$ cat config.mk
export PLATFORM = sky130hd
export DESIGN_NAME = stack_machine_execute_unit_top
export DESIGN_NICKNAME = d
export VERILOG_FILES = /design/src/hdl/smeu_pkg.sv /design/src/hdl/smeu_front.sv /design/src/hdl/smeu_back.sv /design/src/hdl/stack_machine_execute_unit_top.sv
export SDC_FILE = /design/constraint.sdc
export NUM_CORES = 2
export LEC_CHECK = 0
export BUFFER_PORTS_ARGS = -buffer_cell sky130_fd_sc_hd__buf_2
export CAP_MARGIN = 20
export CORE_ASPECT_RATIO = 1.75
export CORE_UTILIZATION = 46
export CTS_BUF_LIST = sky130_fd_sc_hd__clkbuf_4 sky130_fd_sc_hd__clkbuf_8
export CTS_CLUSTER_DIAMETER = 120
export CTS_CLUSTER_SIZE = 14
export DETAILED_ROUTE_END_ITERATION = 6
export HOLD_SLACK_MARGIN = 0.05
export PLACE_DENSITY_LB_ADDON = 0.2
export SYNTH_ARGS = -nofsm -noshare
export SYNTH_HDL_FRONTEND = slang
export SYNTH_HIERARCHICAL = 1
export SYNTH_SLANG_ARGS = --single-unit
$ cat constraint.sdc
create_clock -name aclk -period 7.1 [get_ports aclk]
set_clock_uncertainty 0.15 [all_clocks]
set_input_delay 0.355 -clock aclk [delete_from_list [all_inputs] [get_ports aclk]]
set_output_delay 0.355 -clock aclk [all_outputs]
set_load 0.01 [all_outputs]
$ cat src/hdl/smeu_pkg.sv
// Shared types and opcode constants for the stack machine execute unit.
package smeu_pkg;

    typedef struct packed {
        logic [7:0] cmd;
        logic [7:0] operand_value;
        logic [7:0] effective_addr;
        logic [7:0] next_pc;
    } in_t;

    typedef struct packed {
        logic       pc_load;
        logic [7:0] pc_value;
        logic       mem_write;
        logic [7:0] mem_addr;
        logic [7:0] mem_data;
        logic       skip_next;
        logic       halted;
        logic [7:0] stack_top;
        logic [5:0] stack_pointer;
    } out_t;

    typedef enum logic [3:0] {
        OP_NOP,
        OP_ALU2,
        OP_ALU1,
        OP_CLR,
        OP_TEST1,
        OP_TEST2,
        OP_RTS,
        OP_PSH,
        OP_POP,
        OP_JMP,
        OP_JSR,
        OP_HLT
    } op_kind_t;

    typedef enum logic [3:0] {
        FN_ADD,
        FN_SUB,
        FN_AND,
        FN_OR,
        FN_NOT,
        FN_NEG,
        FN_INC,
        FN_DEC,
        FN_ASR,
        FN_ASL,
        FN_ROR,
        FN_ROL
    } alu_fn_t;

    typedef enum logic [2:0] {
        C_EQ,
        C_NE,
        C_GT,
        C_LT,
        C_GE,
        C_LE
    } cond_t;

    typedef struct packed {
        op_kind_t   kind;
        alu_fn_t    fn;
        cond_t      cond;
        logic [7:0] operand_value;
        logic [7:0] effective_addr;
        logic [7:0] next_pc;
    } item_t;

    localparam logic [7:0] OPC_ADD = 8'h11;
    localparam logic [7:0] OPC_SUB = 8'h12;
    localparam logic [7:0] OPC_AND = 8'h13;
    localparam logic [7:0] OPC_OR  = 8'h14;
    localparam logic [7:0] OPC_CLR = 8'h21;
    localparam logic [7:0] OPC_NOT = 8'h22;
    localparam logic [7:0] OPC_NEG = 8'h23;
    localparam logic [7:0] OPC_INC = 8'h24;
    localparam logic [7:0] OPC_DEC = 8'h25;
    localparam logic [7:0] OPC_ASR = 8'h31;
    localparam logic [7:0] OPC_ASL = 8'h32;
    localparam logic [7:0] OPC_ROR = 8'h33;
    localparam logic [7:0] OPC_ROL = 8'h34;
    localparam logic [7:0] OPC_SZ  = 8'h41;
    localparam logic [7:0] OPC_SNZ = 8'h42;
    localparam logic [7:0] OPC_SPL = 8'h43;
    localparam logic [7:0] OPC_SMI = 8'h44;
    localparam logic [7:0] OPC_SPZ = 8'h45;
    localparam logic [7:0] OPC_SMZ = 8'h46;
    localparam logic [7:0] OPC_SEQ = 8'h51;
    localparam logic [7:0] OPC_SNE = 8'h52;
    localparam logic [7:0] OPC_SGR = 8'h53;
    localparam logic [7:0] OPC_SLS = 8'h54;
    localparam logic [7:0] OPC_SGE = 8'h55;
    localparam logic [7:0] OPC_SLE = 8'h56;
    localparam logic [7:0] OPC_RTS = 8'h66;

    localparam logic [5:0] PFX_PSH = 6'h1C;
    localparam logic [5:0] PFX_POP = 6'h20;
    localparam logic [5:0] PFX_JMP = 6'h24;
    localparam logic [5:0] PFX_JSR = 6'h28;
    localparam logic [3:0] PFX_HLT = 4'hF;

endpackage

$ cat src/hdl/smeu_front.sv
// Front end: accepts opcode beats, decodes them and buffers them in a two-entry queue.
module smeu_front (
    input  logic            aclk,
    input  logic            aresetn,
    input  logic            s_valid,
    output logic            s_ready,
    input  smeu_pkg::in_t   s_payload,
    output logic            q_valid,
    input  logic            q_ready,
    output smeu_pkg::item_t q_item
);
    import smeu_pkg::*;

    localparam logic [1:0] QUEUE_FULL = 2'd2;

    item_t      ent_reg [2];
    logic       wr_ptr_reg;
    logic       rd_ptr_reg;
    logic [1:0] cnt_reg;
    logic [1:0] cnt_next;
    logic       push;
    logic       pop;
    item_t      dec_item;

    function automatic item_t decode(input in_t b);
        item_t it;
        it.kind           = OP_NOP;
        it.fn             = FN_ADD;
        it.cond           = C_EQ;
        it.operand_value  = b.operand_value;
        it.effective_addr = b.effective_addr;
        it.next_pc        = b.next_pc;
        case (b.cmd)
            OPC_ADD: begin it.kind = OP_ALU2; it.fn = FN_ADD; end
            OPC_SUB: begin it.kind = OP_ALU2; it.fn = FN_SUB; end
            OPC_AND: begin it.kind = OP_ALU2; it.fn = FN_AND; end
            OPC_OR:  begin it.kind = OP_ALU2; it.fn = FN_OR;  end
            OPC_CLR: it.kind = OP_CLR;
            OPC_NOT: begin it.kind = OP_ALU1; it.fn = FN_NOT; end
            OPC_NEG: begin it.kind = OP_ALU1; it.fn = FN_NEG; end
            OPC_INC: begin it.kind = OP_ALU1; it.fn = FN_INC; end
            OPC_DEC: begin it.kind = OP_ALU1; it.fn = FN_DEC; end
            OPC_ASR: begin it.kind = OP_ALU1; it.fn = FN_ASR; end
            OPC_ASL: begin it.kind = OP_ALU1; it.fn = FN_ASL; end
            OPC_ROR: begin it.kind = OP_ALU1; it.fn = FN_ROR; end
            OPC_ROL: begin it.kind = OP_ALU1; it.fn = FN_ROL; end
            OPC_SZ:  begin it.kind = OP_TEST1; it.cond = C_EQ; end
            OPC_SNZ: begin it.kind = OP_TEST1; it.cond = C_NE; end
            OPC_SPL: begin it.kind = OP_TEST1; it.cond = C_GT; end
            OPC_SMI: begin it.kind = OP_TEST1; it.cond = C_LT; end
            OPC_SPZ: begin it.kind = OP_TEST1; it.cond = C_GE; end
            OPC_SMZ: begin it.kind = OP_TEST1; it.cond = C_LE; end
            OPC_SEQ: begin it.kind = OP_TEST2; it.cond = C_EQ; end
            OPC_SNE: begin it.kind = OP_TEST2; it.cond = C_NE; end
            OPC_SGR: begin it.kind = OP_TEST2; it.cond = C_GT; end
            OPC_SLS: begin it.kind = OP_TEST2; it.cond = C_LT; end
            OPC_SGE: begin it.kind = OP_TEST2; it.cond = C_GE; end
            OPC_SLE: begin it.kind = OP_TEST2; it.cond = C_LE; end
            OPC_RTS: it.kind = OP_RTS;
            default: begin
                if (b.cmd[7:2] == PFX_PSH) begin
                    it.kind = OP_PSH;
                end else if (b.cmd[7:2] == PFX_POP) begin
                    it.kind = OP_POP;
                end else if (b.cmd[7:2] == PFX_JMP) begin
                    it.kind = OP_JMP;
                end else if (b.cmd[7:2] == PFX_JSR) begin
                    it.kind = OP_JSR;
                end else if (b.cmd[7:4] == PFX_HLT) begin
                    it.kind = OP_HLT;
                end
            end
        endcase
        return it;
    endfunction

    assign dec_item = decode(s_payload);
    assign s_ready  = (cnt_reg != QUEUE_FULL);
    assign q_valid  = (cnt_reg != 2'd0);
    assign q_item   = ent_reg[rd_ptr_reg];
    assign push     = s_valid && s_ready;
    assign pop      = q_valid && q_ready;

    always_comb begin
        cnt_next = cnt_reg;
        if (push && !pop) begin
            cnt_next = cnt_reg + 2'd1;
        end else if (pop && !push) begin
            cnt_next = cnt_reg - 2'd1;
        end
    end

    always_ff @(posedge aclk) begin
        if (!aresetn) begin
            wr_ptr_reg <= 1'b0;
            rd_ptr_reg <= 1'b0;
            cnt_reg    <= 2'd0;
        end else begin
            cnt_reg <= cnt_next;
            if (push) begin
                wr_ptr_reg <= ~wr_ptr_reg;
            end
            if (pop) begin
                rd_ptr_reg <= ~rd_ptr_reg;
            end
        end
    end

    always_ff @(posedge aclk) begin
        if (push) begin
            ent_reg[wr_ptr_reg] <= dec_item;
        end
    end

endmodule

$ cat src/hdl/smeu_back.sv
// Back end: executes decoded instructions against the stack and registers each result beat.
module smeu_back #(
    parameter int STACK_DEPTH = 64
) (
    input  logic            aclk,
    input  logic            aresetn,
    input  logic            q_valid,
    output logic            q_ready,
    input  smeu_pkg::item_t q_item,
    output logic            m_valid,
    input  logic            m_ready,
    output smeu_pkg::out_t  m_payload
);
    import smeu_pkg::*;

    localparam int         PW      = $clog2(STACK_DEPTH);
    localparam logic [PW:0] DEPTH_W = (PW + 1)'(STACK_DEPTH);
    localparam logic [PW:0] OFS1    = (PW + 1)'(1 % STACK_DEPTH);
    localparam logic [PW:0] OFS2    = (PW + 1)'(2 % STACK_DEPTH);
    localparam logic [PW:0] OFS3    = (PW + 1)'(3 % STACK_DEPTH);

    logic [7:0]             mem [STACK_DEPTH];
    logic [STACK_DEPTH-1:0] vld_reg;
    logic [PW-1:0]          sp_reg;
    logic [PW-1:0]          sp_next;
    logic [7:0]             t0_reg;
    logic [7:0]             t0_next;
    logic [7:0]             t1_reg;
    logic [7:0]             t1_next;
    logic [7:0]             t2_reg;
    logic [7:0]             t3_reg;
    logic                   m_valid_reg;
    out_t                   m_data_reg;
    out_t                   res;
    logic                   fire;
    logic                   wr_en;
    logic [PW-1:0]          wr_addr;
    logic [7:0]             wr_data;
    logic [PW-1:0]          rd2_addr;
    logic [PW-1:0]          rd3_addr;
    logic [PW-1:0]          sp_m1;
    logic [PW-1:0]          sp_m2;
    logic [PW-1:0]          sp_p1;
    logic [7:0]             alu_res;
    logic [7:0]             cmp_lhs;
    logic [7:0]             cmp_rhs;
    logic                   hit;

    function automatic logic [PW-1:0] ptr_sub(input logic [PW-1:0] p, input logic [PW:0] k);
        logic [PW:0] w;
        w = {1'b0, p};
        if (w >= k) begin
            w = w - k;
        end else begin
            w = w + DEPTH_W - k;
        end
        return w[PW-1:0];
    endfunction

    function automatic logic [PW-1:0] ptr_inc(input logic [PW-1:0] p);
        logic [PW:0] w;
        w = {1'b0, p} + (PW + 1)'(1);
        if (w == DEPTH_W) begin
            w = '0;
        end
        return w[PW-1:0];
    endfunction

    assign q_ready   = !m_valid_reg || m_ready;
    assign fire      = q_valid && q_ready;
    assign m_valid   = m_valid_reg;
    assign m_payload = m_data_reg;

    assign sp_m1 = ptr_sub(sp_reg, OFS1);
    assign sp_m2 = ptr_sub(sp_reg, OFS2);
    assign sp_p1 = ptr_inc(sp_reg);

    always_comb begin
        case (q_item.fn)
            FN_ADD:  alu_res = t1_reg + t0_reg;
            FN_SUB:  alu_res = t1_reg - t0_reg;
            FN_AND:  alu_res = t1_reg & t0_reg;
            FN_OR:   alu_res = t1_reg | t0_reg;
            FN_NOT:  alu_res = ~t0_reg;
            FN_NEG:  alu_res = 8'h00 - t0_reg;
            FN_INC:  alu_res = t0_reg + 8'h01;
            FN_DEC:  alu_res = t0_reg - 8'h01;
            FN_ASR:  alu_res = {t0_reg[7], t0_reg[7:1]};
            FN_ASL:  alu_res = {t0_reg[6:0], 1'b0};
            FN_ROR:  alu_res = {t0_reg[0], t0_reg[7:1]};
            FN_ROL:  alu_res = {t0_reg[6:0], t0_reg[7]};
            default: alu_res = 8'h00;
        endcase
    end

    // One-operand tests compare the popped byte against zero.
    always_comb begin
        if (q_item.kind == OP_TEST2) begin
            cmp_lhs = t1_reg;
            cmp_rhs = t0_reg;
        end else begin
            cmp_lhs = t0_reg;
            cmp_rhs = 8'h00;
        end
        case (q_item.cond)
            C_EQ:    hit = (cmp_lhs == cmp_rhs);
            C_NE:    hit = (cmp_lhs != cmp_rhs);
            C_GT:    hit = ($signed(cmp_lhs) > $signed(cmp_rhs));
            C_LT:    hit = ($signed(cmp_lhs) < $signed(cmp_rhs));
            C_GE:    hit = ($signed(cmp_lhs) >= $signed(cmp_rhs));
            C_LE:    hit = ($signed(cmp_lhs) <= $signed(cmp_rhs));
            default: hit = 1'b0;
        endcase
    end

    // The top two stack bytes live in registers; the next two are read ahead from memory.
    always_comb begin
        sp_next = sp_reg;
        t0_next = t0_reg;
        t1_next = t1_reg;
        wr_en   = 1'b0;
        wr_addr = sp_reg;
        wr_data = alu_res;
        res     = '0;
        if (fire) begin
            case (q_item.kind)
                OP_ALU2: begin
                    sp_next = sp_m1;
                    wr_en   = 1'b1;
                    wr_addr = sp_m1;
                    t0_next = alu_res;
                    t1_next = t2_reg;
                end
                OP_ALU1: begin
                    wr_en   = 1'b1;
                    t0_next = alu_res;
                end
                OP_CLR: begin
                    wr_en   = 1'b1;
                    wr_data = 8'h00;
                    t0_next = 8'h00;
                end
                OP_TEST1: begin
                    sp_next       = sp_m1;
                    t0_next       = t1_reg;
                    t1_next       = t2_reg;
                    res.skip_next = hit;
                end
                OP_TEST2: begin
                    sp_next       = sp_m2;
                    t0_next       = t2_reg;
                    t1_next       = t3_reg;
                    res.skip_next = hit;
                end
                OP_RTS: begin
                    sp_next      = sp_m1;
                    t0_next      = t1_reg;
                    t1_next      = t2_reg;
                    res.pc_load  = 1'b1;
                    res.pc_value = t0_reg;
                end
                OP_POP: begin
                    sp_next       = sp_m1;
                    t0_next       = t1_reg;
                    t1_next       = t2_reg;
                    res.mem_write = 1'b1;
                    res.mem_addr  = q_item.effective_addr;
                    res.mem_data  = t0_reg;
                end
                OP_PSH: begin
                    sp_next = sp_p1;
                    wr_en   = 1'b1;
                    wr_addr = sp_p1;
                    wr_data = q_item.operand_value;
                    t0_next = q_item.operand_value;
                    t1_next = t0_reg;
                end
                OP_JSR: begin
                    sp_next      = sp_p1;
                    wr_en        = 1'b1;
                    wr_addr      = sp_p1;
                    wr_data      = q_item.next_pc;
                    t0_next      = q_item.next_pc;
                    t1_next      = t0_reg;
                    res.pc_load  = 1'b1;
                    res.pc_value = q_item.effective_addr;
                end
                OP_JMP: begin
                    res.pc_load  = 1'b1;
                    res.pc_value = q_item.effective_addr;
                end
                OP_HLT: begin
                    res.halted = 1'b1;
                end
                default: begin
                end
            endcase
        end
        res.stack_top     = t0_next;
        res.stack_pointer = 6'(sp_next);
    end

    assign rd2_addr = ptr_sub(sp_next, OFS2);
    assign rd3_addr = ptr_sub(sp_next, OFS3);

    always_ff @(posedge aclk) begin
        if (wr_en) begin
            mem[wr_addr] <= wr_data;
        end
    end

    // Read data bypasses the write of the same cycle; unwritten entries read as zero.
    always_ff @(posedge aclk) begin
        if (!aresetn) begin
            vld_reg <= '0;
            t2_reg  <= 8'h00;
            t3_reg  <= 8'h00;
        end else begin
            if (wr_en) begin
                vld_reg[wr_addr] <= 1'b1;
            end
            if (wr_en && (wr_addr == rd2_addr)) begin
                t2_reg <= wr_data;
            end else begin
                t2_reg <= vld_reg[rd2_addr] ? mem[rd2_addr] : 8'h00;
            end
            if (wr_en && (wr_addr == rd3_addr)) begin
                t3_reg <= wr_data;
            end else begin
                t3_reg <= vld_reg[rd3_addr] ? mem[rd3_addr] : 8'h00;
            end
        end
    end

    always_ff @(posedge aclk) begin
        if (!aresetn) begin
            sp_reg      <= '0;
            t0_reg      <= 8'h00;
            t1_reg      <= 8'h00;
            m_valid_reg <= 1'b0;
        end else begin
            sp_reg <= sp_next;
            t0_reg <= t0_next;
            t1_reg <= t1_next;
            if (fire) begin
                m_valid_reg <= 1'b1;
            end else if (m_ready) begin
                m_valid_reg <= 1'b0;
            end
        end
    end

    always_ff @(posedge aclk) begin
        if (fire) begin
            m_data_reg <= res;
        end
    end

endmodule

$ cat src/hdl/stack_machine_execute_unit_top.sv
// Top level of the stack machine execute unit.
//
// The s_ channel takes one instruction beat: opcode, fetched operand, effective
// address and the address of the following instruction. The m_ channel returns
// one result beat per instruction: PC load, memory write, skip and halt flags,
// plus the stack top byte and stack pointer left by that instruction.
// An accepted beat is registered in the decode queue, then in the output register.
// One instruction is executed per cycle while the output register is free or its
// beat is taken. The rate is set by the execute stage, which holds the top two
// stack bytes in registers and refills the two bytes below them each cycle through
// two registered read ports of the stack memory. A two-entry decode queue sits
// between the front and the execute stage, and the result sits in an output
// register, so s_ready stays high while a result waits, until the queue is full.
// When the receiver stalls, the queue fills and s_ready drops once it holds two
// beats. Reset clears the stack to zero, the pointer to zero, and empties the
// queue and the output register; no reset sweep is needed.
module stack_machine_execute_unit_top #(
    parameter int STACK_DEPTH = 64
) (
    input  logic           aclk,
    input  logic           aresetn,
    input  logic           s_valid,
    output logic           s_ready,
    input  smeu_pkg::in_t  s_payload,
    output logic           m_valid,
    input  logic           m_ready,
    output smeu_pkg::out_t m_payload
);
    import smeu_pkg::*;

    logic  q_valid;
    logic  q_ready;
    item_t q_item;

    smeu_front u_front (
        .aclk      (aclk),
        .aresetn   (aresetn),
        .s_valid   (s_valid),
        .s_ready   (s_ready),
        .s_payload (s_payload),
        .q_valid   (q_valid),
        .q_ready   (q_ready),
        .q_item    (q_item)
    );

    smeu_back #(
        .STACK_DEPTH (STACK_DEPTH)
    ) u_back (
        .aclk      (aclk),
        .aresetn   (aresetn),
        .q_valid   (q_valid),
        .q_ready   (q_ready),
        .q_item    (q_item),
        .m_valid   (m_valid),
        .m_ready   (m_ready),
        .m_payload (m_payload)
    );

    a_accept_queued: assert property (@(posedge aclk) disable iff (!aresetn)
        s_valid && s_ready |=> q_valid)
        else $error("Accepted beat did not reach the decode queue.");

    a_no_spurious_result: assert property (@(posedge aclk) disable iff (!aresetn)
        !m_valid && !q_valid |=> !m_valid)
        else $error("Result beat appeared without a queued instruction.");

    a_exclusive_effects: assert property (@(posedge aclk) disable iff (!aresetn)
        m_valid |-> !(m_payload.pc_load && m_payload.mem_write)
                    && !(m_payload.halted && (m_payload.pc_load || m_payload.skip_next)))
        else $error("Result beat carries conflicting effects.");

endmodule

==> results.sh <==
export IMPL_worst_pin_slew_ps=1175
export IMPL_area_growth_syn_to_layout_pct=8.925
export IMPL_drt_total_wl_mm=120.3
export IMPL_die_w_um=214.7
export IMPL_synth_cells=2536
export IMPL_largest_reg_flops=512
export IMPL_wire_per_inst_um=32.34
export IMPL_crit_chain="buf_4, mux2_2, nor4b_4, nor4_4, or3_1, and2_4, inv_12, nand2_4, xnor2_4, buf_12, mux4_2, a32oi_1, o21ai_1, o221a_2"
export IMPL_initial_core_util_pct=46.45
export IMPL_status="completed"
export IMPL_worstPathArrival_ps=6680
export IMPL_async_reset_ff_share_pct=0
export IMPL_dp_cells=3567
export IMPL_place_area_um2=38090
export IMPL_drt_vias_per_instance=6.514
export IMPL_dp_hpwl_mm=85.99
export IMPL_slew_headroom_pct=21.68
export IMPL_synth_most_common_cell="edfxtp_1"
export IMPL_maxUsedRoutingLayer="met4"
export IMPL_syn_area_um2=36430
export IMPL_worstSetupPathType="reg2reg"
export IMPL_clock_sinks=732
export IMPL_dieArea_um2=80380
export IMPL_rows=136
export IMPL_critical_path_required_ps=7620
export IMPL_syn_num_nets=2605
export IMPL_fin_nets=2701
export IMPL_grt_pass1_vias=24540
export IMPL_synth_common_cells="edfxtp_1 (624), nand2_1 (301), mux4_2 (269), nor2_1 (140), dfxtp_1 (108)"
export IMPL_cp_top_family="simple AND/OR/NAND/NOR gates"
export IMPL_yosysTopAreaCell="edfxtp_1"
export IMPL_fin_crit_sh_pct=86.86
export IMPL_dr_wl_met2_mm=62.76
export IMPL_ys_ff_latch=732
export IMPL_cap_violations=0
export IMPL_startpoint_type="flip-flop"
export IMPL_ios=80
export IMPL_endpoint_kind="flip-flop"
export IMPL_tns_ps=0
export IMPL_synth_cell_types=102
export IMPL_cp_max_fo=66
export IMPL_multi_input_area_um2=14440
export IMPL_core_area_um2=78450
export IMPL_finalHoldViolCount=0
export IMPL_cp_depth=14
export IMPL_cts_resized_gates=0
export IMPL_fin_util_pct=50.59
export IMPL_crit_buf_inv=3
export IMPL_hp_class="in2reg"
export IMPL_yosys_warnings=6
export IMPL_worstSkewPairLatency_ps=770
export IMPL_rsz0062_at_grt="no"
export IMPL_min_from="s_valid"
export IMPL_wl_met1_mm=38.39
export IMPL_drtAntennaViolNets=0
export IMPL_grt_pass1_wl_mm=173.6
export IMPL_post_cts_setup_buffers=0
export IMPL_cpPeakStageDelay_ps=940
export IMPL_grt_start_max_net_pins=112
export IMPL_min_to="u_front/ent_reg[0][28]"
export IMPL_cp_slowest_cell="xnor2_4"
export IMPL_fin_area_um2=39690
export IMPL_r2r_end="u_back/t3_reg[7]"
export IMPL_synthFlopType="edfxtp_1"
export IMPL_yosys_top_cells_area="edfxtp_1 (51%), mux4_2 (17%), dfxtp_1 (5.9%), nand2_1 (3.1%), o21a_1 (1.5%)"
export IMPL_gr_usage_all_layers_pct=30.14
export IMPL_grt_overflow=0
export IMPL_gp_congestion=0.9678
export IMPL_cts_buffer_depth=3
export IMPL_route_met3_wl_mm=7.413
export IMPL_finalNonFillerCells=3719
export IMPL_drive_above_1_share_pct=24.88
export IMPL_antenna_found_initial=1
export IMPL_report_final_slew_viol_count=0
export IMPL_vias=24230
export IMPL_cts_root_buf="clkbuf_8"
export IMPL_syn_avg_cell_area_um2=14.37
export IMPL_max_freq_mhz=162.1
export IMPL_cts_buffers=58
export IMPL_worst_r2r_path_depth=14
export IMPL_cts_tree="done"
export IMPL_fin_crit_ps=6167
export IMPL_synth_enable_flop_cells=624
export IMPL_drtIter0Drc=2685
export IMPL_fill_cells=6582
export IMPL_whs_path_depth=3
export IMPL_r2r_setup_slack_ps=930
export IMPL_drt_pass1_iterations=6
export IMPL_cts_max_level=2
export IMPL_sequential_cell_area_um2=20900
export IMPL_die_h_um=374.3
export IMPL_clk_pin_slew_ps=110
export IMPL_port_buffers=79
export IMPL_yosys_area_top_type_share_pct=51.43
export IMPL_setup_viol=0
export IMPL_drc=0
export IMPL_ys_seq_area_share_pct=57.36
tightest hold or removal path, stage by stage:
cell and delay [ps]:
buf_2 130, nand2_1 170, nor2_4 210
kinds of logic after synthesis:
family	Yosys count	share of synthesized area [%]
buffers and inverters	228	3.589
multiplexers	348	18.93
AND/OR/NAND/NOR	736	9.574
XOR/XNOR	40	1.157
adder cells (fa/ha/maj)	34	1.202
flip-flops	732	57.36
AO/OA/AOI/OAI	418	8.183
how the worst max path moves through the flow:
stage	startpoint	endpoint	slack, ps
after detailed placement	flip-flop	u_back/t3_reg[7]	980
after CTS	flip-flop	u_back/t3_reg[7]	980
after floorplan	flip-flop	u_back/mem[0][7]	870
after global routing	flip-flop	u_back/t3_reg[7]	750
after global placement	flip-flop	u_back/t3_reg[7]	1110
final	flip-flop	u_back/t3_reg[7]	930
metrics by stage:
stage,setup WS [ps],hold WS (ps)
CTS,980.8,151.6
finish,932.7,193.1
floorplan,871.9,302.1
detailed placement,978.9,322.3
global route,746.6,172.8
global placement,1107,311.8
final cells by class:
cell class,instances,share of cell area [%]
flip-flops and latches,732,52.66
repair buffers,224,4.247
diodes,3,0.01892
multi-input cells,1576,36.39
well taps,1035,3.263
clock buffers,107,2.954
clock inverters,2,0.04729
inverters,40,0.4162
repair_timing:
item                                    CTS  global route
hold buffers                             37             0
endpoints found under the setup margin    0             0
endpoints found under the hold margin    70             0
metal layers:
| metal | track usage, % | up-vias |
|---|---|---|
| li1 | - | 10140 |
| met1 | 31.22 | 12400 |
| met2 | 53.90 | 1291 |
| met3 | 3.797 | 397 |
| met4 | 25.43 | 0 |
| met5 | 0 | - |
cells in the final DEF (no fill, tap or decap), types with 8 or more instances in the layout:
cell	count
xnor2_1	20
xor2_1	11
ha_1	30
a221oi_1	10
buf_4	97
nand2b_1	12
o21a_1	72
and2_1	39
mux4_2	269
dlygate4sd3_1	37
nor2_1	137
a31oi_1	18
a21oi_1	57
nand4_1	9
buf_2	78
a211oi_1	35
mux2_2	38
a22oi_1	22
edfxtp_1	624
clkbuf_8	59
nor3_1	40
inv_1	35
a311oi_1	10
nand3_1	97
a21o_1	9
dfxtp_1	108
o22ai_1	15
a32oi_1	8
nand2_1	301
o211a_1	8
o21ai_0	70
clkbuf_4	48
and3_1	12
mux2i_1	33
nor2b_1	31
a41oi_1	8
a222oi_1	10
Power is not shown: default switching activity piles up to over one toggle a cycle in this logic, so the estimate is an artifact.
